## src/rtl/plam_ram.sv

```systemverilog
module plam_ram #(
  parameter int WIDTH = 64,
  parameter int DEPTH = 64
) (
  input  logic                     clk,
  input  logic                     we,
  input  logic [$clog2(DEPTH)-1:0] waddr,
  input  logic [WIDTH-1:0]         wdata,
  input  logic [$clog2(DEPTH)-1:0] raddr,
  output logic [WIDTH-1:0]         rdata
);

  logic [WIDTH-1:0] mem [DEPTH];

  always_ff @(posedge clk) begin
    if (we) begin
      mem[waddr] <= wdata;
    end
    rdata <= mem[raddr];
  end

endmodule

```

## config.mk

```make
export PLATFORM = sky130hd
export DESIGN_NAME = plam_ram
export DESIGN_NICKNAME = d
export VERILOG_FILES = /design/src/rtl/plam_ram.sv
export SDC_FILE = /design/constraint.sdc
export NUM_CORES = 2
export LEC_CHECK = 0
export BUFFER_PORTS_ARGS = -buffer_cell sky130_fd_sc_hd__buf_2
export CORE_AREA = 2 2 563 565
export CTS_BUF_LIST = sky130_fd_sc_hd__clkbuf_4
export DETAILED_ROUTE_END_ITERATION = 10
export DIE_AREA = 0 0 565 567
export PLACE_DENSITY = 0.68
export SLEW_MARGIN = 20
export SYNTH_ARGS = -nofsm -noshare
export SYNTH_HDL_FRONTEND = slang
export SYNTH_SLANG_ARGS = --single-unit
```

## constraint.sdc

```tcl
create_clock -name clk -period 5.56 [get_ports clk]
set_clock_uncertainty 0.05 [all_clocks]
set_input_delay 0 -clock clk [delete_from_list [all_inputs] [get_ports clk]]
set_output_delay 0 -clock clk [all_outputs]
set_load 0.1 [all_outputs]
```

==> qor.log <==
INFO  cells_and_area finalNetCount=8048
INFO  sta            fin_crit_sh=0.784
INFO  routing        via_per_inst=6.28
INFO  synthesis      synth-adder-area-share=0
INFO  synthesis      yosys.cell_types.count=33
INFO  setup_path     cp_data_arrival_time=5470ps
INFO  synthesis      synth.ff_latch_count=4160
INFO  cts            cts_root_buffer=clkbuf_4
INFO  sta            finalSetupTns=0ps
INFO  global_routing first_global_vias=82700
INFO  sta            rsz0062_at_grt=no
INFO  floorplanning  boundaryPins=142
INFO  floorplanning  placeableCoreArea=0.314mm2
INFO  sta            finalSetupViolations=0
INFO  synthesis      postSynthNetCount=6676
INFO  setup_path     worstPathMaxFanout=23
INFO  synthesis      cell_count_after_synthesis=6598
INFO  synthesis      async_reset_ff_frac=0
INFO  synthesis      synth-warning-count=0
INFO  flow_run       timing.max_cap.violations=0
INFO  cts            clkTransAtPathRegs=60ps
INFO  global_routing overflow=0
INFO  routing        detail_route.iter0.violations=11000
INFO  synthesis      yosysSeqAreaShare=0.795
INFO  setup_path     worstPathRequired=6660ps
INFO  place          gp_congestion=0.804
INFO  power          vdd_drop_max=0.000261V
INFO  sta            relative_slew_slack=0.184
INFO  sta            achievable-frequency=229MHz
INFO  floorplanning  chip_height=567um
INFO  floorplanning  fp-row-count=206
INFO  synthesis      synth_area=0.156mm2
INFO  routing        firstDrtPassIters=5
INFO  sta            timing.final.crit_period=4360ps
INFO  floorplanning  dieWidth=565um
INFO  routing        via_count=80500
INFO  synthesis      synthSimpleGateAreaFrac=0.0124
INFO  sta            worst-slew-pin-transition=1220ps
INFO  setup_path     worstSetupPathType=primary input to register
INFO  run_status     status=completed
INFO  sta            hold_viol_final=0
INFO  power          fin_total_pwr=64.0mW
INFO  routing        aggregate_routed_wire_length=427mm
INFO  floorplanning  floorplan.die_area=0.320mm2
INFO  cts            htree_levels=7
INFO  cts            cts_repair_resize_count=0
INFO  synthesis      dominant_combinational_cell_family_by_area_after_synthesis=multiplexers
INFO  cts            clockBufferDepth=5
INFO  floorplanning  initial_utilization=0.498
INFO  cts            clock_insertion_delay_worst_skew=1630ps
INFO  place          port_buffers=141
INFO  routing        wl_per_cell=33.3um
INFO  synthesis      synth-edff-count=4096
INFO  cells_and_area n_fill_cell=22800
INFO  global_routing first_pass_grt_wire_length=602mm
INFO  synthesis      flip_flop_cell_with_the_highest_count_after_synthesis=edfxtp_1
INFO  power          p_per_area=355mW/mm2
INFO  synthesis      synth.avg_cell_area=23.7um2
INFO  cells_and_area drive_above_1_share=0.362
INFO  min_path       hold_wc_path_type=primary input to register
INFO  cts            clkSinkCount=4160
INFO  sta            slew_violations=0
INFO  synthesis      synth_xor_area_frac=0
INFO  cts            cts_buffers=1101
INFO  routing        post-route-drc-count=0
INFO  synthesis      post_synth_mux_area_share=0.156
INFO  global_routing antenna_found_initial=21
INFO  global_routing grt_util_all_layers=0.270
INFO  setup_path     setup.worst_path.start_class=primary input
INFO  global_routing grt_start_max_net_pins=129
INFO  place          place.detailed.hpwl=218mm
INFO  routing        antenna_violating_nets_post_route=0
INFO  synthesis      synth_compound_area_frac=0.0248
INFO  setup_path     critical_path.endpoint_type=register
INFO  power          p_leak=57.9nW
INFO  cts            cts_tree=yes
INFO  cells_and_area area_growth_syn_to_layout=15.4%
## logic make-up after synthesis
kind of cell,after synthesis
AOI/OAI and AO/OA,504
muxes,1159
buffers and inverters,389
DFF,4160
and+or+nand+nor,386
## cells in the mapped netlist, types with 29 or more instances
cell type / count / area (um2)
nor2_1: 112 / 420
a22o_1: 88 / 771
or3_1: 29 / 181
edfxtp_1: 4096 / 123000
o221ai_1: 38 / 333
o22ai_1: 83 / 519
a22oi_1: 168 / 1260
nand2_1: 58 / 218
mux2i_1: 135 / 1350
buf_2: 170 / 851
mux4_2: 1024 / 23100
a211oi_1: 63 / 473
nand3_1: 45 / 225
dfxtp_1: 64 / 1280
and3_1: 64 / 400
clkbuf_1: 140 / 526
buf_4: 34 / 255
## metal layers
layer	vias up	wire, um	part of all wire	GRT usage
li1	31900	-	-	-
met1	42700	158000	0.37	0.362
met2	5071	209000	0.49	0.426
met3	798	44800	0.11	0.0668
met4	4	15000	0.035	0.111
met5	-	25	0.000059	0
## critical path, stage by stage
cell	delay (ps)
dlygate4sd3_1	580
dlygate4sd3_1	680
buf_2	210
dlygate4sd3_1	600
nand4b_1	130
dlygate4sd3_1	600
dlygate4sd3_1	740
nor3_2	170
dlygate4sd3_1	590
buf_4	440
buf_4	630
## what timing repair did
item                                    4_1_cts  5_1_grt
endpoints found under the setup margin        0        0
hold buffers                                301        0
setup buffers                                 0        0
endpoints found under the hold margin      7927        0
## sequential cells by signal, indices dropped and copies added (netlist names)
| signal | cells |
|---|---|
| rdata | 64 |
| mem | 4096 |
## cell usage in the layout (no fill, tap or decap), types with 3 or more instances in the layout
master	n
buf_2	138
or2_2	28
nand3_1	45
a22oi_1	168
nor2_4	65
inv_2	24
dfxtp_1	64
buf_16	50
nand2_1	55
clkbuf_4	1535
nor2_1	47
inv_1	19
nand2b_1	9
dlygate4sd3_1	237
buf_12	83
a211oi_1	63
a31oi_1	18
clkinv_1	186
mux2i_1	135
o221ai_1	38
a2bb2oi_1	19
nor2b_1	24
edfxtp_1	4096
clkinv_2	19
mux4_2	1024
or3_1	29
a41oi_1	26
a22o_1	88
and3_1	64
bufinv_16	18
diode_2	14
nor2b_4	3
buf_4	129
o22ai_1	83
## path summary, 6_finish.rpt
| kind | startpoint | to | slack (ps) | cells after the start |
|---|---|---|---|---|
| worst min register to register | mem[36][44] | rdata[44] | 780 | 4 |
| worst max register to register | mem[11][12] | rdata[12] | 1630 | 9 |
| worst max-delay path | waddr[5] | mem[48][41] | 1200 | 11 |
| worst min-delay path | wdata[32] | mem[27][32] | 190 | 4 |
## metrics by stage
stage               area (um2)  hold slack, ps  instances  setup WS (ps)   util
floorplan               156000            48.9       6598           74.0      -
global placement        163000             516      10700           2210  0.520
detailed placement      163000             513      10700           2180  0.520
CTS                     180000            9.47      12800           1440  0.574
global route            180000             102      12800           1210  0.575
finish                  180000             191      12800           1200  0.575
## layout make-up
type	count	area [um2]	area share
Clock buffer	1535	11500	0.0639
Clock inverter	250	1450	0.00802
Sequential cell	4160	124000	0.689
Inverter	19	71.3	0.000395
Tap cell	4160	5200	0.0288
Multi-Input combinational cell	2049	30800	0.171
Antenna cell	14	35.0	0.000194
Timing Repair Buffer	639	7100	0.0393
## power by group
| part | leakage, nW | switching (mW) | internal [mW] |
|---|---|---|---|
| registers | 37.4 | 0.189 | 34.7 |
| clock network | 7.79 | 11.9 | 13.5 |
| logic | 12.8 | 2.43 | 1.31 |
(Power assumes the default switching activity.)
